[src/design/gbat_queue.sv]
`timescale 1ns / 1ps
`default_nettype none
module gbat_queue #(
    parameter int WIDTH = 64
) (
    input  wire logic             i_clk,
    input  wire logic             i_rst_n,
    input  wire logic             i_push,
    input  wire logic [WIDTH-1:0] i_data,
    output logic                  o_full,
    input  wire logic             i_pop,
    output logic      [WIDTH-1:0] o_data,
    output logic                  o_empty
);

    // Two-entry circular queue
    logic [WIDTH-1:0] r_mem [2];
    logic             r_wp;
    logic             r_rp;
    logic [1:0]       r_cnt;
    logic             w_push;
    logic             w_pop;

    assign o_full  = (r_cnt == 2'd2);
    assign o_empty = (r_cnt == 2'd0);
    assign o_data  = r_mem[r_rp];
    assign w_push  = i_push && !o_full;
    assign w_pop   = i_pop && !o_empty;

    always_ff @(posedge i_clk) begin
        if (w_push) begin
            r_mem[r_wp] <= i_data;
        end
    end

    always_ff @(posedge i_clk) begin
        if (!i_rst_n) begin
            r_wp  <= 1'b0;
            r_rp  <= 1'b0;
            r_cnt <= 2'd0;
        end else begin
            if (w_push) begin
                r_wp <= ~r_wp;
            end
            if (w_pop) begin
                r_rp <= ~r_rp;
            end
            if (w_push && !w_pop) begin
                r_cnt <= r_cnt + 2'd1;
            end else if (w_pop && !w_push) begin
                r_cnt <= r_cnt - 2'd1;
            end
        end
    end

endmodule
`default_nettype wire

[config.mk]
export PLATFORM = sky130hd
export DESIGN_NAME = gbat_queue
export DESIGN_NICKNAME = d
export VERILOG_FILES = /design/src/design/gbat_queue.sv
export SDC_FILE = /design/constraint.sdc
export NUM_CORES = 1
export LEC_CHECK = 0
export BUFFER_PORTS_ARGS = -buffer_cell sky130_fd_sc_hd__buf_2
export CORE_ASPECT_RATIO = 1.5
export CORE_MARGIN = 2
export CORE_UTILIZATION = 40
export DETAILED_ROUTE_END_ITERATION = 6
export MAX_ROUTING_LAYER = met4
export PLACE_DENSITY = 0.68
export SYNTH_ARGS = -nofsm -noshare
export SYNTH_HDL_FRONTEND = slang
export SYNTH_SLANG_ARGS = --single-unit
export TNS_END_PERCENT = 5
[constraint.sdc]
create_clock -name i_clk -period 10.9 [get_ports i_clk]
set_input_delay 2.18 -clock i_clk [delete_from_list [all_inputs] [get_ports i_clk]]
set_output_delay 2.18 -clock i_clk [all_outputs]
set_load 0.005 [all_outputs]
* Word level (Yosys, flattened, before mapping)
Memories as Yosys holds them, arrays and structs flattened. A register that Yosys moved wholly into a read port is not among the register bits. Index checks and enable logic that the tools add are counted.
Operators by class: add/sub/neg operators 2, eq/ne operators 1, multiplexer cells 6, bitwise operators 2, reduce and logical (&&, ||, !) cells 10
Operator list (number):
- $logic_and 1x1->1 | 4
- $logic_not 1->1 | 4
- $mux 1 | 4
- $mux 2 | 2
- $add 2x1->2 const B | 1
- $eq 2x2->1 const B | 1
- $logic_not 2->1 | 1
- $not 1->1 | 2
- $reduce_bool 2->1 | 1
- $sub 2x1->2 const B | 1
Word-level totals: register bits 4, bits in writable memories 128, bits of input ports 68, output and inout bits 66, word-level logic and storage cells 25, memories 1
Memories:
- r_mem | words 2, bits a word 64, rd ports 1, clocked after memory_dff 1, write ports 1, line 17 | logic [WIDTH-1:0] r_mem [2];

* Longest topological paths before layout
depth in word-level cells 7, mapped depth 7, depth with buffers taken out 7

* Worst setup path before layout
No wires, ideal clock.
kind input to register, from input port i_push, to memory r_mem[0][0] (enable), arrival time 4768 ps, data required time 10424 ps, path slack 5656 ps, stages 2, path buffers 0, cells stage by stage inv_1 -> nor3_2
On the way: cells in the longest elaborated chain, start to end 3
Ends and longest elaborated chain:
- start: declaration | line 8 | input wire logic i_push,
- $logic_and 1x1->1 | line 27 | assign w_push = i_push && !o_full;
- $mux 1 | line 31 | if (w_push) begin
- $mux 1 (implied by the code) | line 32 | r_mem[r_wp] <= i_data;
- end: declaration | line 17
No other way between the ends.

==> out/metrics.cfg <==
[status]
status=complete, no violations

[sta]
slew_headroom_pct=37.0
setup_viol=0
fin_worst_skew_ps=7.96
final.setup.tns_ps=0
finalHoldViolCount=0
finalCriticalPeriod_ps=4400
hold_ws_ps=550
drv_slew=0
grt_setup_unrepaired=no
finalCritPeriodShare_pct=40.4
max_freq_mhz=227
tightest_slew_ps=941

[layout]
fin_area_um2=6350
drive_above_1_share_pct=60.7
area_growth_pct=30.4
fin_nets=441
stdcell_count=540
post-route-util_pct=53.1
nFillCells=1029

[yosys]
synth_cell_type_count=21
syn_nets=293
yosys.area.top_type=edfxtp_1
seq_area_frac_synth_pct=81.0
ys_top_cells_by_count=edfxtp_1 (128), mux2_2 (64), buf_6 (6)
yosys-top-cells-area=edfxtp_1 (79%), mux2_2 (15%), dfxtp_1 (2.1%)
synthesis.area_um2=4870
async_reset_ff_share_pct=0
synthFlopType=edfxtp_1
ys_ff_latch=133
yosysTopAreaCellShare_pct=78.9
yosys.cell_count.top_type=edfxtp_1
synth_cells=224
synth_edf_count=128
syn_area_per_cell_um2=21.7
yosysWarnings=0

[worst_hold_path]
hp-class=reg2reg
hold_path.startpoint=r_cnt[1]$_SDFFE_PN0P_
hold_depth=2
whs_endpoint=r_cnt[1]$_SDFFE_PN0P_

[clocking]
post_cts_resized=0
cts_hold_buffers=0
cts_root_buf=clkbuf_16
cts_buffers=17
clock-sinks=133
cts_setup_buffers=0
insertion_delay_ps=400
cts_max_level=4
cts_tree=built
cts_buffer_depth=2
cts.clk_slew.worst_paths_ps=50

[route]
vias=2525
wl_per_cell_um=16.3
drt_iter0_markers=104
drt_pass1_iterations=4
drcViolationCount=0
finalWirelength_mm=8.79
viasPerCell=4.68
drtAntennaViolNets=0

[setup_path]
cpMaxStageDelayCell=dfxtp_2
endpoint_kind=primary output
crit_fanout=40
crit_cells=3
worst_ep_arrival_time_ps=2220
r2r-start=r_cnt[0]$_SDFFE_PN0P_
r2r_slack_ps=8430
r2r_end=r_mem[0][40]$_DFFE_PP_
slowest_delay_ps=700
critical_path_class=reg2out
crit_family=flip-flops
crit_buf_inv=2
cp_cell_sequence=buf_4, mux2_2, buf_2
worstSetupStartpointType=flip-flop
worstPathRequired_ps=8720
worstRegToRegCells=4

[place]
gp_congestion=0.722
dpl.cell_count=506
hpwl_mm=5.70
place_area_um2=5690
portBuffers=133

[flow_run]
max_cap_viol_count=0

[grt]
overflow=0
grt_pass1_wl_mm=13.5
use_met3_pct=4.40
antenna_found_initial=2
grtUsageTotal_pct=14.5
grt.met2_usage_pct=25.4
grt_max_degree=48
grt-busiest-layer=met2
grtUsageMet1_pct=13.7
grt_pass1_vias=2777

[pwr]
power.density_nw_per_um2=252
vdd_drop_max_uv=147
p_leak_nw=2.38

[floorplanning]
row_count=49
core_area_um2=12000
io_pins=134
die_w_um=94.1
die-area_um2=13100
fp.dieH_um=139
start_util_pct=40.7

-- stage by stage --
| stage | worst slack (ps) | power, mW |
|---|---|---|
| 2_1_floorplan | 5660 | 0.871 |
| 3_3_place_gp | 6680 | 0.978 |
| 3_5_place_dp | 6630 | 0.990 |
| 4_1_cts | 6400 | 1.62 |
| 5_1_grt | 6320 | 1.67 |
| 6_report | 6500 | 1.60 |
-- worst reg2reg max path: stages, from the launching register on --
cell	delay [ps]
dfxtp_1	420
nand2b_1	190
inv_2	70
nor3_4	720
buf_4	680
-- area by class of cell --
cell class	count	area, um2	area share, %
Clock buffer	17	425	6.70
Antenna cell	3	7.51	0.118
Clock inverter	14	233	3.66
Sequential cell	133	3950	62.1
Multi-Input combinational cell	82	855	13.5
Tap cell	153	191	3.01
Timing Repair Buffer	136	688	10.8
Inverter	2	7.51	0.118
-- power by group --
part | internal (mW) | total [mW] | switching [mW]
combinational | 0.157 | 0.297 | 0.141
sequential | 0.644 | 0.673 | 0.0295
clock | 0.426 | 0.630 | 0.203
-- per-layer routing --
layer | wire length (um) | vias to the layer above | part of all wire [%]
met2 | 4910 | 81 | 56
met1 | 3190 | 1245 | 36
met5 | 0 | - | 0
li1 | - | 1184 | -
met4 | 233 | 0 | 2.7
met3 | 450 | 15 | 5.1
-- how the worst max path moves through the flow --
stage,to,start
floorplan,r_mem[0][0]$_DFFE_PP_,i_push
global placement,r_mem[0][1]$_DFFE_PP_,i_push
detailed placement,r_mem[0][2]$_DFFE_PP_,i_push
CTS,o_data[40],flip-flop
global route,o_data[42],flip-flop
finish,o_data[31],flip-flop
-- placed cells by master (no fill, tap or decap), drive strengths merged, types with 2 or more instances in the layout --
| master | instances |
|---|---|
| a21boi | 2 |
| o21ai | 2 |
| buf | 136 |
| clkbuf | 17 |
| inv | 3 |
| edfxtp | 128 |
| nor2 | 2 |
| diode | 3 |
| clkinv | 4 |
| xnor2 | 2 |
| dfxtp | 5 |
| clkinvlp | 3 |
| and2 | 3 |
| bufinv | 6 |
| mux2 | 64 |
-- flip-flops by register name, indices dropped and copies added (netlist names), named ones only --
name / cells
r_cnt: 2
r_wp: 1
r_mem: 128
r_rp: 1
-- cell families (layout without fill, tap and decap cells) --
| group | after synthesis | after routing | share of synthesized area [%] |
|---|---|---|---|
| flops | 133 | 133 | 81.0 |
| mux | 64 | 64 | 14.8 |
| simple gates | 9 | 9 | 1.13 |
| buf+inv | 9 | 169 | 1.64 |
| compound gates | 5 | 5 | 0.668 |
| xor+xnor | 3 | 3 | 0.540 |
| fa+ha+maj | 1 | 1 | 0.257 |
| other cells | 0 | 3 | 0 |
Power figures use the tool's default switching activity.
