<file path="config.mk">
export PLATFORM = sky130hd
export DESIGN_NAME = gbat_front_flat
export DESIGN_NICKNAME = d
export VERILOG_FILES = /design/src/design/gbat_pkg.sv /design/src/design/gbat_channels.sv /design/src/design/gbat_front.sv /design/src/flat_wrapper.sv
export SDC_FILE = /design/constraint.sdc
export NUM_CORES = 1
export LEC_CHECK = 0
export BUFFER_PORTS_ARGS = -buffer_cell sky130_fd_sc_hd__buf_2
export CAP_MARGIN = 20
export CORE_MARGIN = 3
export CORE_UTILIZATION = 40
export CTS_CLUSTER_SIZE = 25
export DETAILED_ROUTE_END_ITERATION = 8
export PLACE_DENSITY_LB_ADDON = 0.08
export SLEW_MARGIN = 20
export SYNTH_ARGS = -nofsm -noshare
export SYNTH_HDL_FRONTEND = slang
export SYNTH_SLANG_ARGS = --single-unit
</file>
<file path="constraint.sdc">
create_clock -name i_clk -period 8.45 [get_ports i_clk]
set_input_delay 1.69 -clock i_clk [delete_from_list [all_inputs] [get_ports i_clk]]
set_output_delay 1.69 -clock i_clk [all_outputs]
set_load 0.1 [all_outputs]
</file>
<file path="src/design/gbat_pkg.sv">
`timescale 1ns / 1ps
`default_nettype none
package gbat_pkg;

    // Command codes
    localparam logic CMD_ACC  = 1'b0;
    localparam logic CMD_READ = 1'b1;

    // Aggregation modes (codes 5 to 7 act as count)
    localparam logic [2:0] MODE_COUNT = 3'd0;
    localparam logic [2:0] MODE_SUM   = 3'd1;
    localparam logic [2:0] MODE_AVG   = 3'd2;
    localparam logic [2:0] MODE_MIN   = 3'd3;
    localparam logic [2:0] MODE_MAX   = 3'd4;

    // Result status codes
    localparam logic [1:0] ST_OK      = 2'd0;
    localparam logic [1:0] ST_ROW_ERR = 2'd1;
    localparam logic [1:0] ST_COL_ERR = 2'd2;

    // Configuration register indexes
    localparam logic [1:0] CFG_AGG_MODE = 2'd0;
    localparam logic [1:0] CFG_TWO_DIM  = 2'd1;
    localparam logic [1:0] CFG_ROW_CNT  = 2'd2;
    localparam logic [1:0] CFG_COL_CNT  = 2'd3;

    // Linear cell address before wrapping: 63*127+63 fits in 13 bits
    localparam int ADDR_W = 13;

    typedef struct packed {
        logic [2:0] agg_mode;
        logic       two_dim;
        logic [6:0] row_count;
        logic [6:0] col_count;
    } t_cfg;

    // One classified item on its way from front to back
    typedef struct packed {
        logic               cmd;
        logic [1:0]         status;
        logic signed [47:0] sample_value;
    } t_job;

endpackage
`default_nettype wire

</file>
<file path="src/design/gbat_channels.sv">
`timescale 1ns / 1ps
`default_nettype none
// Input item channel
interface gbat_in_if;
    logic               valid;
    logic               ready;
    logic               cmd;
    logic [5:0]         row_key;
    logic [5:0]         col_key;
    logic signed [47:0] sample_value;
    modport source(output valid, cmd, row_key, col_key, sample_value, input ready);
    modport sink(input valid, cmd, row_key, col_key, sample_value, output ready);
endinterface

`default_nettype wire

</file>
<file path="src/design/gbat_front.sv">
`timescale 1ns / 1ps
`default_nettype none
module gbat_front #(
    parameter int MAX_ROWS   = 64,
    parameter int MAX_COLS   = 64,
    parameter int CELL_DEPTH = 4096
) (
    input  wire logic            i_clk,
    input  wire logic            i_rst_n,
    input  wire gbat_pkg::t_cfg  i_cfg,
    input  wire logic            i_hold,
    gbat_in_if.sink              i_in,
    output logic                 o_push,
    output gbat_pkg::t_job       o_job,
    output logic [(CELL_DEPTH > 1 ? $clog2(CELL_DEPTH) : 1)-1:0] o_addr,
    input  wire logic            i_full
);

    localparam int AW = gbat_pkg::ADDR_W;
    localparam int CW = (CELL_DEPTH > 1) ? $clog2(CELL_DEPTH) : 1;
    // floor(2^AW / depth); estimate of addr/depth is low by at most one
    localparam logic [AW:0]   RECIP = (AW + 1)'((32'd1 << AW) / CELL_DEPTH);
    localparam logic [33:0]   DEP   = 34'(CELL_DEPTH);

    typedef enum logic [1:0] {
        F_IDLE,
        F_QUOT,
        F_REM,
        F_PUSH
    } t_state;

    t_state          r_state;
    gbat_pkg::t_job  r_job;
    logic [AW-1:0]   r_addr;
    logic [AW-1:0]   r_q;
    logic [AW-1:0]   r_rem;

    logic            w_accept;
    logic            w_row_ok;
    logic            w_col_ok;
    logic [6:0]      w_clim;
    logic [AW-1:0]   w_lin;
    logic [1:0]      w_status;
    logic [2*AW:0]   w_qprod;
    logic [33:0]     w_dprod;
    logic [AW-1:0]   w_fix;

    assign i_in.ready = (r_state == F_IDLE) && !i_hold;
    assign w_accept   = i_in.valid && i_in.ready;

    // Key range checks: limit is min(register, maximum)
    assign w_row_ok = (7'(i_in.row_key) < i_cfg.row_count) && (32'(i_in.row_key) < MAX_ROWS);
    assign w_col_ok = (7'(i_in.col_key) < i_cfg.col_count) && (32'(i_in.col_key) < MAX_COLS);
    assign w_clim   = (32'(i_cfg.col_count) < MAX_COLS) ? i_cfg.col_count : 7'(MAX_COLS);

    always_comb begin
        if (!w_row_ok) begin
            w_status = gbat_pkg::ST_ROW_ERR;
        end else if (i_cfg.two_dim && !w_col_ok) begin
            w_status = gbat_pkg::ST_COL_ERR;
        end else begin
            w_status = gbat_pkg::ST_OK;
        end
    end

    // Linear address row*clim + col, or row alone
    assign w_lin = i_cfg.two_dim
                 ? 13'(AW'(i_in.row_key) * AW'(w_clim)) + AW'(i_in.col_key)
                 : AW'(i_in.row_key);

    // Wrap modulo depth: reciprocal quotient, remainder, one correction
    assign w_qprod = (2 * AW + 1)'(r_addr) * (2 * AW + 1)'(RECIP);
    assign w_dprod = 34'(r_q) * DEP;
    assign w_fix   = (21'(r_rem) >= 21'(CELL_DEPTH)) ? r_rem - AW'(CELL_DEPTH) : r_rem;

    assign o_push = (r_state == F_PUSH);
    assign o_job  = r_job;
    assign o_addr = CW'(w_fix);

    always_ff @(posedge i_clk) begin
        if (!i_rst_n) begin
            r_state <= F_IDLE;
        end else begin
            case (r_state)
                F_IDLE: begin
                    if (w_accept) begin
                        r_job.cmd          <= i_in.cmd;
                        r_job.status       <= w_status;
                        r_job.sample_value <= i_in.sample_value;
                        r_addr             <= w_lin;
                        r_rem              <= '0;
                        r_state            <= (w_status == gbat_pkg::ST_OK) ? F_QUOT : F_PUSH;
                    end
                end
                F_QUOT: begin
                    r_q     <= w_qprod[AW +: AW];
                    r_state <= F_REM;
                end
                F_REM: begin
                    r_rem   <= r_addr - w_dprod[AW-1:0];
                    r_state <= F_PUSH;
                end
                F_PUSH: begin
                    if (!i_full) begin
                        r_state <= F_IDLE;
                    end
                end
                default: begin
                    r_state <= F_IDLE;
                end
            endcase
        end
    end

endmodule
`default_nettype wire

</file>
<file path="src/flat_wrapper.sv">
// flat-port wrapper written by rule: the top's interface ports become plain ports
module gbat_front_flat 
#(
    parameter int MAX_ROWS   = 64,
    parameter int MAX_COLS   = 64,
    parameter int CELL_DEPTH = 4096
)
  (i_clk, i_rst_n, i_cfg, i_hold, o_push, o_job, o_addr, i_full, i_in_valid, i_in_cmd, i_in_row_key, i_in_col_key, i_in_sample_value, i_in_ready);
  gbat_in_if i_in_i ();
  input  wire logic i_clk;
  input  wire logic i_rst_n;
  input  wire gbat_pkg::t_cfg i_cfg;
  input  wire logic i_hold;
  output logic o_push;
  output gbat_pkg::t_job o_job;
  output logic [(CELL_DEPTH > 1 ? $clog2(CELL_DEPTH) : 1)-1:0] o_addr;
  input  wire logic i_full;
  input wire logic [$bits(i_in_i.valid)-1:0] i_in_valid;
  input wire logic [$bits(i_in_i.cmd)-1:0] i_in_cmd;
  input wire logic [$bits(i_in_i.row_key)-1:0] i_in_row_key;
  input wire logic [$bits(i_in_i.col_key)-1:0] i_in_col_key;
  input wire logic [$bits(i_in_i.sample_value)-1:0] i_in_sample_value;
  output wire logic [$bits(i_in_i.ready)-1:0] i_in_ready;
  assign i_in_i.valid = i_in_valid;
  assign i_in_i.cmd = i_in_cmd;
  assign i_in_i.row_key = i_in_row_key;
  assign i_in_i.col_key = i_in_col_key;
  assign i_in_i.sample_value = i_in_sample_value;
  assign i_in_ready = i_in_i.ready;
  gbat_front #(.MAX_ROWS(MAX_ROWS), .MAX_COLS(MAX_COLS), .CELL_DEPTH(CELL_DEPTH)) u_core (.i_clk(i_clk), .i_rst_n(i_rst_n), .i_cfg(i_cfg), .i_hold(i_hold), .i_in(i_in_i), .o_push(o_push), .o_job(o_job), .o_addr(o_addr), .i_full(i_full));
endmodule
</file>
# == Word level (Yosys, flattened, before mapping) ==
# Cells that the tools add are included.
# op_classes
order_cmp,4
reduce_logical,12
eq_ne,5
mux,11
add_sub_neg,3
mul,1
# op_table
op,count
13-bit one-hot mux with 2 select lines,1
6-bit by 7-bit less-than comparator with 1-bit output,2
13-bit by 6-bit adder with 13-bit output,1
"13-bit greater-or-equal comparator, second input constant",1
6-bit by 7-bit multiplier with 13-bit output,1
13-bit 2-to-1 mux,1
13-bit subtractor,1
12-bit 2-to-1 mux,1
"12-bit by 1-bit subtractor with 12-bit output, second input constant",1
2-bit 2-to-1 mux,5
2-bit one-hot mux with 4 select lines,1
"7-bit less-than comparator, second input constant",1
7-bit 2-to-1 mux,1
6-bit 2-to-1 mux,1
3-bit AND reduction,2
"2-bit equality test, second input constant",2
2-bit zero test,2
2-bit AND reduction,2
1-bit logical AND,3
"2-bit by 1-bit equality test with 1-bit output, second input constant",1
1-bit zero test,2
"2-bit by 1-bit != test with 1-bit output, second input constant",1
"2-bit != test, second input constant",1
2-bit nonzero test,1
# totals
reg_bits,80
in_bits,84
output_inout_bits,65

# == Logic depth before layout (Yosys ltp) ==
# Gate-level depths: netlist (run 1).
# depth
depth_word,9
ltp_mapped,17
depth_no_buf,16

# == Worst setup path after synthesis (run 1) ==
# OpenSTA, ideal clock, no wires.
# synth_timing
kind,in2reg
startpoint,input i_cfg[6] (netlist bit)
endpoint,register u_core.r_addr[9] (data pin)
setup_time_ns,0.255
path_slack_ns,2.810
path_stages,17
t_arrival_ns,5.386
t_required_ns,8.195
path_buffers,1
cell_sequence,clkbuf_1 nor2b_1 and2_1 fa_1 inv_1 fa_1 inv_1 fa_1 inv_1 fa_1 inv_1 ha_1 o21ai_1 o21bai_1 a41oi_2 xnor2_1 and2_1
# synth_between
elab_chain_cells,4
# synth_lines
element,line,text
start: declaration,flat_wrapper.sv:12,input wire gbat_pkg::t_cfg i_cfg;
7-bit less-than comparator,gbat_front.sv:54,assign w_clim = (32'(i_cfg.col_count) < MAX_COLS) ? i_cfg.col_count : 7'(MAX_COLS);
7-bit 2-to-1 mux *,gbat_front.sv:54,
6-bit by 7-bit multiplier with 13-bit output *,gbat_front.sv:68,? 13'(AW'(i_in.row_key) * AW'(w_clim)) + AW'(i_in.col_key)
13-bit by 6-bit adder with 13-bit output *,gbat_front.sv:68,
end signal: assignment,gbat_front.sv:90,r_addr <= w_lin;
end: declaration,gbat_front.sv:34,logic [AW-1:0] r_addr;
# Mark *: on every way between the ends. The rest lies on a longest branch, timed or not.
# A chain may end at the register's enable or synchronous reset.

# == Final worst setup path (run 1) ==
# layout_timing
startpoint,input i_cfg[6] (netlist bit)
endpoint,register u_core.r_addr[11] (data pin)
# The elaborated chain is that of the path after synthesis.

==> key figures, run 1 <==
Cells and area
  – Commonest non-fill, non-tap cells in the layout: buf_2 (145), edfxtp_1 (75), and2_1 (47)
  – Fin cells: between 600 and 700
  – P&R area growth vs syn: 24.9%
  – Nets@finish: 640
  – N_diodes: 0
  – Fin util: a little over half
  – Layout cells sized above 1: between 30% and 40%
  – Commonest non-fill, non-tap cell in the layout: buf_2
  – Fin area: between 5000 and 6000 µm²

Critical path
  – Crit-path leading delay family: adder cells
  – Launch point of the worst reg-to-reg path: u_core.r_state[0]
  – Crit Path Class: input port to flip-flop
  – Setup crit start kind: input port
  – Crit-path max cell delay: around 0.57 ns
  – Max stage delay cell, worst path: fa_1
  – Worst R2R End: u_core.o_job[29]
  – Maximum fanout along the worst path: 21
  – CP arrival: about 5.9 ns
  – CP Cell Sequence: buf_2 -> nor2b_1 -> nand2_1 -> fa_1 -> fa_1 -> inv_1 -> fa_1 -> inv_1 -> fa_1 -> inv_1 -> ha_1 -> o21ai_1 -> o21ai_0 -> a21oi_1 -> xnor2_1 -> and2_1
  – Reg2Reg Depth: 5
  – Worst path most repeated cell: fa_1
  – Flop2flop setup slack: between 6 and 7 ns
  – Crit path required time: between 8 and 9 ns
  – Buffer and inverter count on the worst path: 4
  – Crit. End Element: flip-flop

Logic synthesis
  – Post-Syn Area per Cell: between 10 and 15 µm²
  – Post-synthesis mux area share: 0.989%
  – Syn_nets: 487
  – Post-synth top flop: edfxtp_1
  – Post-Synthesis Cells: around 340
  – Synthesized cell area: 4430 µm²
  – Count of state elements after synthesis: 77
  – Sequential share of the synthesized area: about half
  – Synth Area in XOR/XNOR: around 2.2%
  – Synth Warn #: 0
  – Yosys cell types: 40
  – Synth Area in Compound Gates: 6.92%
  – Main combinational cell family by area after synthesis: adder cells
  – Simple-Gate Fraction of Synth Area: a little under an eighth
  – EDFF count, synth: between 70 and 80
  – Post-synth ARST share: 0%
  – Synth Area in Adders: about 23%

Place
  – Port-buffer cells: 145
  – Placed cells: about 610
  – Area post-placement: about 5300 µm²
  – DPL Wire Length: approximately 7.6 mm
  – GP Congestion: roughly 0.82

Pwr
  – Leak: about 2.5 nW
  – Peak VDD IR: between 0.1 and 0.15 mV
  – Pwr per Cell Area: between 200 and 250 nW/µm²
  – Pwr Total: 1.24 mW

Clock network
  – Hold buffer count at CTS: 0
  – Num CTS Buffers: 9
  – Skew-Pair Late Insertion Delay: 0.34 ns
  – Post-CTS Setup Bufs: 0
  – Clock buffer depth: 2
  – Clock transition at path regs: 0.08 ns
  – Sink Count: between 70 and 80
  – Htree depth: 3
  – CTS tree: built
  – Clock Tree Root: clkbuf_8
  – Post-CTS Resized: 0

Timing
  – Max-slew violations: 0
  – Tmin final: around 5.8 ns
  – Fin Clk Skew: just over 0.01 ns
  – Setup-failing EPs final: 0
  – Setup TNS: 0 ns
  – Fin. Hold Viols: 0
  – Period utilization: slightly below 70%
  – Unrepaired setup endpoints after global routing: false
  – Fmax: 171 MHz
  – Relative slew slack: between 60% and 70%
  – Least-Margin Pin Slew: approximately 0.56 ns

Routing
  – Post-DR wirelength/cell: between 10 and 15 µm
  – DRC viols: 0
  – Post-route antenna net violation count: 0
  – Detailed Routing Iterations Pass 1: 4
  – DR vias/cell: approximately 4.8
  – DRT Wirelength: roughly 9.3 mm
  – Via Count: ~3.0k
  – Initial DRC count: approximately 190

Job
  – Maxcap violations: 0

Worst hold path
  – Hold Crit Depth: 1
  – Hold Path Sink: u_core.r_rem[5]
  – HP Class: flip-flop to flip-flop
  – Hold Startpoint: u_core.r_addr[5]

Global route
  – Largest net degree at the start of global routing: 40
  – Total GRT Usage: between 10% and 20%
  – Vias in the first global route: 3,000
  – Initial antenna violation count: 0
  – GRT Residual Overflow: 0
  – First-pass GRT wire length: roughly 15 mm

Die
  – Die area: approximately 12,000 µm²
  – Core area: roughly 11,000 µm²
  – Site Rows: 37
  – Die Width: ~110 µm
  – Starting Density: 42.0%
  – Die height: 111 µm
  – Top Ports: about 150

Run status
  – Status: completed
==> through the flow <==
stage | worst slack, ns | hold slack, ns
finish | 2.61 | 0.514
global placement | 2.33 | 0.506
global route | 2.38 | 0.525
detailed placement | 2.30 | 0.511
floorplan | 2.81 | 0.500
CTS | 2.69 | 0.514
==> cell type report <==
| cell class | count | area [µm²] |
|---|---|---|
| Fill cell | 946 | 5020 |
| Clock buffer | 9 | 124 |
| Inverter | 39 | 146 |
| Multi-Input combinational cell | 216 | 1980 |
| Sequential cell | 77 | 2290 |
| Tap cell | 136 | 170 |
| Timing Repair Buffer | 146 | 733 |
| Clock inverter | 7 | 88.8 |
==> cells in the mapped netlist, types with 2 or more instances <==
master | n | area share (%)
nand4_1 | 2 | 0.28
dfxtp_1 | 2 | 0.90
clkbuf_1 | 4 | 0.34
edfxtp_1 | 75 | 51
fa_1 | 23 | 10
nor2_1 | 9 | 0.76
nand2b_1 | 4 | 0.57
nand2_1 | 10 | 0.85
nor2b_1 | 7 | 0.99
nor3_1 | 7 | 0.79
a21o_1 | 4 | 0.68
mux2_2 | 3 | 0.76
o21ai_1 | 6 | 0.68
ha_1 | 44 | 12
a21oi_1 | 9 | 1.0
inv_1 | 39 | 3.3
o22ai_1 | 3 | 0.42
o21ai_0 | 6 | 0.68
and2_1 | 47 | 6.6
a211oi_1 | 3 | 0.51
xnor2_1 | 10 | 2.0
==> metal layers <==
layer  track usage, %  part of all wire [%]  up-vias
met3             3.98                   7.4       16
met2             24.7                    47      126
met5                0                     0        -
met1             19.5                    43     1429
li1                 -                     -     1478
met4             6.49                   2.3        0
==> kinds of logic (layout without fill, tap and decap cells) <==
kind of cell	after synthesis	after routing
AND/OR/NAND/NOR	91	91
flip-flops	77	77
adder cells (fa/ha/maj)	67	67
AO/OA/AOI/OAI	43	43
buffers and inverters	43	201
XOR/XNOR	11	11
multiplexers	4	4
==> how the worst max path moves through the flow <==
stage / depth (start not counted) / slack [ns] / start / to
global placement: 16 / 2.33 / i_cfg[6] / u_core.r_addr[9]
finish: 16 / 2.61 / i_cfg[6] / u_core.r_addr[11]
floorplan: 17 / 2.81 / i_cfg[6] / u_core.r_addr[9]
CTS: 16 / 2.69 / i_cfg[6] / u_core.r_addr[9]
detailed placement: 16 / 2.30 / i_cfg[6] / u_core.r_addr[9]
global route: 16 / 2.38 / i_cfg[6] / u_core.r_addr[11]
==> state kept, by name, summed over array words and instances (netlist names) <==
name,flops
u_core.o_job,51
u_core.r_addr,12
u_core.r_rem,12
u_core.r_state,2
==> power breakdown <==
group / total [mW] / switching (mW) / leakage, nW / internal, mW
clock: 0.290 / 0.126 / 0.105 / 0.165
combinational: 0.476 / 0.340 / 1.73 / 0.136
sequential: 0.476 / 0.00882 / 0.705 / 0.467
==> worst register-to-register path, stage by stage (launching register included) <==
cell     delay [ns]
dfxtp_1        0.33
inv_1          0.11
ha_1           0.22
nor2b_1        0.16
and3_2         0.56
buf_4          0.53
Power figures use the tool's default switching activity.
==> run 2: changes to the inputs <==
clock period = 4.8 ns   (was 8.45 ns; I/O delays follow)
==> run 2 against run 1 <==
Against the previous run:
- total power rose by 80%
- sequential share of layout area shrank 1.6 points
- largest power group is now combinational cells
- clock skew down 0.0031 ns
- largest cell class unchanged
- clock power grew 76%
- first-iteration DRC count shrank 10%
==> key figures, run 2 (synthesized netlist as in run 1, its figures left out) <==
Timing
  – Tmin final: between 4 and 5 ns
  – Fin. Hold Viols: 0 (unchanged)
  – Least-Margin Pin Slew: 0.528 ns (was 0.557 ns)
  – Fin Clk Skew: 0.00699 ns (was 0.0101 ns)
  – Max-slew violations: 0 (unchanged)
  – Fmax: about 220 MHz
  – Setup TNS: 0 ns (unchanged)
  – Period utilization: between 90% and 100%
  – Unrepaired setup endpoints after global routing: false (unchanged)
  – Relative slew slack: 64.8% (was 62.9%)
  – Setup-failing EPs final: 0 (unchanged)

Clock network
  – Sink Count: 77 (unchanged)
  – Clock Tree Root: clkbuf_8 (unchanged)
  – CTS tree: built (unchanged)
  – Clock transition at path regs: 0.07 ns (was 0.08 ns)
  – Skew-Pair Late Insertion Delay: 0.34 ns (about the same)
  – Clock buffer depth: 2 (unchanged)
  – Num CTS Buffers: 9 (unchanged)
  – Post-CTS Setup Bufs: 0 (unchanged)
  – Htree depth: 3 (unchanged)

Global route
  – Gr busiest metal: met2 (unchanged)
  – Total GRT Usage: 15.4% (was 15.3%)
  – Grt met2 use: 24.6% (was 24.7%)
  – Largest net degree at the start of global routing: 41 (was 40)
  – Met1 usage: 20.6% (was 19.5%)
  – GRT Residual Overflow: 0 (unchanged)
  – First-pass GRT wire length: 15.2 mm (was 15.0 mm)
  – Vias in the first global route: 3,017 (was 3,000)
  – Initial antenna violation count: 0 (unchanged)
  – M3 GR Usage: 2.84% (was 3.98%)

Routing
  – DR vias/cell: 4.69 (was 4.84)
  – Post-DR wirelength/cell: 14.3 µm (was 14.8 µm)
  – Detailed Routing Iterations Pass 1: 4 (unchanged)
  – DRC viols: 0 (unchanged)
  – DRT Wirelength: 9.42 mm (was 9.31 mm)
  – Post-route antenna net violation count: 0 (unchanged)
  – Via Count: 3,080 (was 3,049)
  – Initial DRC count: 166 (was 185)

Critical path
  – Crit-path max cell delay: 0.56 ns (was 0.57 ns)
  – Crit Path Class: input port to flip-flop (unchanged)
  – Max stage delay cell, worst path: fa_1 (unchanged)
  – Buffer and inverter count on the worst path: 5 (was 4)
  – Maximum fanout along the worst path: 13 (was 21)
  – Setup crit start kind: input port (unchanged)
  – Crit path required time: 4.89 ns (was 8.54 ns)
  – Crit-path leading delay family: adder cells (unchanged)
  – CP arrival: 4.73 ns (was 5.93 ns)
  – Crit. End Element: flip-flop (unchanged)
  – CP Cell Sequence: buf_4 -> nor2b_1 -> and2_1 -> fa_1 -> inv_1 -> fa_1 -> inv_1 -> fa_1 -> inv_1 -> fa_1 -> inv_1 -> ha_1 -> o21ai_1 -> o21ai_0 -> a21oi_1 -> xnor2_1 -> and2_1 (was buf_2 -> nor2b_1 -> nand2_1 -> fa_1 -> fa_1 -> inv_1 -> fa_1 -> inv_1 -> fa_1 -> inv_1 -> ha_1 -> o21ai_1 -> o21ai_0 -> a21oi_1 -> xnor2_1 -> and2_1)

Pwr
  – Pwr per Cell Area: 388 nW/µm² (was 225 nW/µm²)
  – Leak: 2.67 nW (was 2.54 nW)
  – Peak VDD IR: 0.347 mV (was 0.128 mV)

Cells and area
  – Max reg flops: 51 (unchanged)
  – Fin area: 5750 µm² (was 5530 µm²)
  – Commonest non-fill, non-tap cells in the layout: buf_2 (144), edfxtp_1 (75), and2_1 (47) (was buf_2 (145), edfxtp_1 (75), and2_1 (47))
  – Commonest non-fill, non-tap cell in the layout: buf_2 (unchanged)
  – N_diodes: 0 (unchanged)
  – Layout cells sized above 1: 38.6% (was 34.2%)
  – Nets@finish: 667 (was 640)
  – P&R area growth vs syn: 30.0% (was 24.9%)

Place
  – GP Congestion: 0.800 (was 0.818)
  – DPL Wire Length: 7.91 mm (was 7.58 mm)
  – Port-buffer cells: 145 (unchanged)
  – Area post-placement: 5540 µm² (was 5320 µm²)

Job
  – Maxcap violations: 0 (unchanged)

Die
  – Die Width: 111 µm (unchanged)
  – Site Rows: 37 (unchanged)
  – Top Ports: 149 (unchanged)
  – Die area: 12,400 µm² (unchanged)
  – Starting Density: 42.0% (unchanged)
  – Die height: 111 µm (unchanged)
  – Core area: 10,600 µm² (unchanged)

Run status
  – Status: completed (unchanged)

Worst hold path
  – HP Class: flip-flop to flip-flop (unchanged)
==> run 2: timing repair <==
action,4_1_cts,5_1_grt
hold endpoints to repair,0,0
gates resized for setup,0,3
endpoints found under the setup margin,0,5
hold buffers,0,0
==> run 2: metal layers <==
layer / share of wire [%] / vias up / wire length (µm)
met2: 47 / 116 / 4410
met5: 0 / - / 0
met4: 1.5 / 0 / 143
li1: - / 1535 / -
met3: 7.4 / 11 / 698
met1: 44 / 1418 / 4170
==> run 2: worst paths after layout <==
path,endpoint,from,cells after the start,slack [ns]
setup / recovery,u_core.r_addr[11],i_cfg[6],17,0.17
hold / removal,u_core.r_rem[6],u_core.r_addr[6],1,0.52
setup reg to reg,u_core.o_job[16],u_core.r_state[1],5,2.50
hold reg to reg,u_core.r_rem[6],u_core.r_addr[6],1,0.52
==> run 2: power by group <==
group | switching [mW] | total (mW) | leakage (nW) | internal (mW)
sequential | 0.0152 | 0.837 | 0.705 | 0.822
combinational | 0.609 | 0.886 | 1.86 | 0.277
clock | 0.219 | 0.509 | 0.105 | 0.289
total | 0.843 | 2.23 | 2.67 | 1.39
==> run 2: layout make-up <==
cell class	instances	area [µm²]
Sequential cell	77	2290
Clock inverter	7	90.1
Clock buffer	9	124
Inverter	39	146
Fill cell	928	4800
Multi-Input combinational cell	216	1990
Timing Repair Buffer	173	938
Tap cell	136	170
==> run 2: through the flow <==
step | setup WS (ns) | hold WS [ns] | utilization, % | total power, mW | cells
after floorplan | -0.0113 | 0.500 | - | 1.54 | 336
after global placement | -0.239 | 0.506 | 52.4 | 1.73 | 641
after detailed placement | -0.248 | 0.510 | 52.4 | 1.74 | 641
after CTS | 0.122 | 0.526 | 54.5 | 2.26 | 657
after global routing | 0.00271 | 0.524 | 54.5 | 2.37 | 657
final | 0.165 | 0.523 | 54.5 | 2.23 | 657
==> run 3: changes to the inputs <==
CAP_MARGIN = unset   (was 20)
GPL_TIMING_DRIVEN = 0   (was unset)
==> run 3 against run 2 <==
Against the previous run:
- non-clock buffer count fell by 21
- sequential power about the same
- total power up 4.1%
- worst setup slack lost 0.069 ns
- final area is 1.0% lower
- global-route usage down 0.092 points
- hold slack about the same
- flip-flop and latch count did not move
- routed wire length grew 0.86%
- sequential share of layout area up 0.42 points
- largest power group unchanged
- highest routed layer unchanged
==> key figures, run 3 (synthesized netlist as in run 1, its figures left out) <==
Run status
  – Status: completed (unchanged)

Global route
  – Total GRT Usage: 15.3% (was 15.4%)
  – Gr busiest metal: met2 (unchanged)
  – Largest net degree at the start of global routing: 60 (was 41)
  – Grt met2 use: 25.8% (was 24.6%)
  – Met1 usage: 19.2% (was 20.6%)
  – Initial antenna violation count: 0 (unchanged)
  – Vias in the first global route: 3,031 (was 3,017)
  – First-pass GRT wire length: 15.0 mm (was 15.2 mm)
  – GRT Residual Overflow: 0 (unchanged)
  – M3 GR Usage: 3.82% (was 2.84%)

Timing
  – Fmax: 213 MHz (was 216 MHz)
  – Tmin final: 4.70 ns (was 4.63 ns)
  – Setup-failing EPs final: 0 (unchanged)
  – Period utilization: 98.0% (was 96.6%)
  – Fin Clk Skew: 0.00388 ns (was 0.00699 ns)
  – Relative slew slack: 65.9% (was 64.8%)
  – Fin. Hold Viols: 0 (unchanged)
  – Max-slew violations: 0 (unchanged)
  – Unrepaired setup endpoints after global routing: true (was false)
  – Least-Margin Pin Slew: 0.516 ns (was 0.528 ns)

Critical path
  – Launch point of the worst reg-to-reg path: u_core.r_state[0] (was u_core.r_state[1])
  – Buffer and inverter count on the worst path: 4 (was 5)
  – Max stage delay cell, worst path: fa_1 (unchanged)
  – Crit-path leading delay family: adder cells (unchanged)
  – Crit path required time: 4.90 ns (was 4.89 ns)
  – Setup crit start kind: input port (unchanged)
  – Worst R2R End: u_core.r_addr[5] (was u_core.o_job[16])
  – CP Cell Sequence: clkbuf_4 -> nor2b_4 -> nand2_1 -> fa_1 -> fa_1 -> inv_1 -> fa_1 -> inv_1 -> fa_1 -> inv_1 -> ha_4 -> o21ai_1 -> o21bai_1 -> a41oi_2 -> xnor2_1 -> and2_1 (was buf_4 -> nor2b_1 -> and2_1 -> fa_1 -> inv_1 -> fa_1 -> inv_1 -> fa_1 -> inv_1 -> fa_1 -> inv_1 -> ha_1 -> o21ai_1 -> o21ai_0 -> a21oi_1 -> xnor2_1 -> and2_1)
  – Cell count along the critical path: 16 (was 17)
  – Crit. End Element: flip-flop (unchanged)
  – Flop2flop setup slack: 3.08 ns (was 2.50 ns)
  – Worst path most repeated cell: fa_1
  – Crit Path Class: input port to flip-flop (unchanged)
  – Reg2Reg Depth: 5 (unchanged)
  – Maximum fanout along the worst path: 12 (was 13)
  – CP arrival: 4.80 ns (was 4.73 ns)
  – Crit-path max cell delay: 0.55 ns (was 0.56 ns)

Clock network
  – Num CTS Buffers: 9 (unchanged)
  – CTS tree: built (unchanged)
  – Hold buffer count at CTS: 0 (unchanged)
  – Skew-Pair Late Insertion Delay: 0.34 ns (about the same)
  – Sink Count: 77 (unchanged)
  – Clock buffer depth: 2 (unchanged)
  – Clock transition at path regs: 0.07 ns (about the same)
  – Clock Tree Root: clkbuf_8 (unchanged)
  – Htree depth: 3 (unchanged)

Routing
  – Post-DR wirelength/cell: 14.9 µm (was 14.3 µm)
  – DRT Wirelength: 9.50 mm (was 9.42 mm)
  – Post-route antenna net violation count: 0 (unchanged)
  – Detailed Routing Iterations Pass 1: 6 (was 4)
  – DR vias/cell: 4.83 (was 4.69)
  – Via Count: 3,069 (was 3,080)
  – Initial DRC count: 176 (was 166)
  – DRC viols: 0 (unchanged)

Place
  – Port-buffer cells: 145 (unchanged)
  – GP Congestion: 0.833 (was 0.800)
  – Area post-placement: 5370 µm² (was 5540 µm²)
  – DPL Wire Length: 7.79 mm (was 7.91 mm)
  – Placed cells: 618 (was 641)

Worst hold path
  – Hold Crit Depth: 1 (unchanged)
  – Hold Path Sink: u_core.r_rem[3] (was u_core.r_rem[6])
  – Hold Startpoint: u_core.r_addr[3] (was u_core.r_addr[6])
  – HP Class: flip-flop to flip-flop (unchanged)

Cells and area
  – Fin area: 5690 µm² (was 5750 µm²)
  – Commonest non-fill, non-tap cells in the layout: buf_2 (144), edfxtp_1 (75), and2_1 (47) (unchanged)
  – N_diodes: 0 (unchanged)
  – P&R area growth vs syn: 28.6% (was 30.0%)
  – Max reg flops: 51 (unchanged)
  – Fill cells: 937 (was 928)
  – Layout cells sized above 1: 36.6% (was 38.6%)
  – Commonest non-fill, non-tap cell in the layout: buf_2 (unchanged)
  – Fin cells: 636 (was 657)
  – Register area: 2290 µm² (unchanged)
  – Nets@finish: 646 (was 667)
  – Fin util: 53.9% (was 54.5%)
  – Area of the multi-input gates: 2030 µm² (was 1990 µm²)

Die
  – Starting Density: 42.0% (unchanged)
  – Top Ports: 149 (unchanged)
  – Site Rows: 37 (unchanged)
  – Die height: 111 µm (unchanged)
  – Die area: 12,400 µm² (unchanged)
  – Die Width: 111 µm (unchanged)
  – Core area: 10,600 µm² (unchanged)

Pwr
  – Peak VDD IR: 0.228 mV (was 0.347 mV)
  – Leak: 2.59 nW (was 2.67 nW)
  – Pwr per Cell Area: 408 nW/µm² (was 388 nW/µm²)

Job
  – Maxcap violations: 0 (unchanged)
[run 3: cell types whose count changed in the layout (fill, tap and decap cells not counted), moves of 2 or more]
cell / before / now
nor2b_1: 6 / 3
nor2b_4: 0 / 2
clkbuf_1: 0 / 3
bufinv_16: 2 / 4
buf_4: 29 / 3
[run 3: through the flow]
stage | hold WS (ns) | total power, mW | setup WS [ns] | setup TNS [ns]
floorplan | 0.500 | 1.54 | -0.0113 | -0.0176
global placement | 0.507 | 1.70 | -0.533 | -2.58
detailed placement | 0.511 | 1.71 | -0.538 | -2.63
CTS | 0.525 | 2.34 | 0.00295 | 0
global route | 0.535 | 2.46 | -0.0396 | -0.0505
finish | 0.523 | 2.32 | 0.0960 | 0
[run 3: worst reg2reg max path, stage by stage, from the launching register on]
cell and delay, ns:
dfxtp_1 0.33, inv_1 0.10, ha_1 0.22, nor2b_1 0.18, and3_4 0.27, buf_16 0.27
[run 3: timing repair]
item	4_1_cts	5_1_grt
cloned	0	0
resized for setup	2	8
setup endpoints to repair	5	5
buffers inserted	0	3
pin swaps	0	2
[run 3: final cells by class]
cell class	count	share of cell area (%)
inverter	39	2.64
multi-input combinational	216	35.7
timing repair buffer	149	13.7
buffer	3	0.198
sequential	77	40.3
clock buffer	9	2.18
clock inverter	7	2.42
tap	136	2.99
[run 3: worst max path at each step]
stage	start	to	slack, ns
2_1_floorplan	i_cfg[6]	u_core.r_addr[9]	-0.01
3_3_place_gp	i_cfg[6]	u_core.r_addr[9]	-0.53
3_5_place_dp	i_cfg[6]	u_core.r_addr[9]	-0.54
4_1_cts	i_cfg[6]	u_core.r_addr[9]	0.003
5_1_grt	i_cfg[6]	u_core.r_addr[9]	-0.04
6_report	i_cfg[6]	u_core.r_addr[9]	0.1
[run 3: layer usage]
metal  share of wire, %  wire [µm]
met1                 43       4060
met4                1.0         95
met5                  0          0
met2                 50       4710
met3                6.8        642
[run 3: report_power, final]
group	switching (mW)	internal (mW)
clock network	0.218	0.396
logic	0.612	0.261
registers	0.0157	0.822
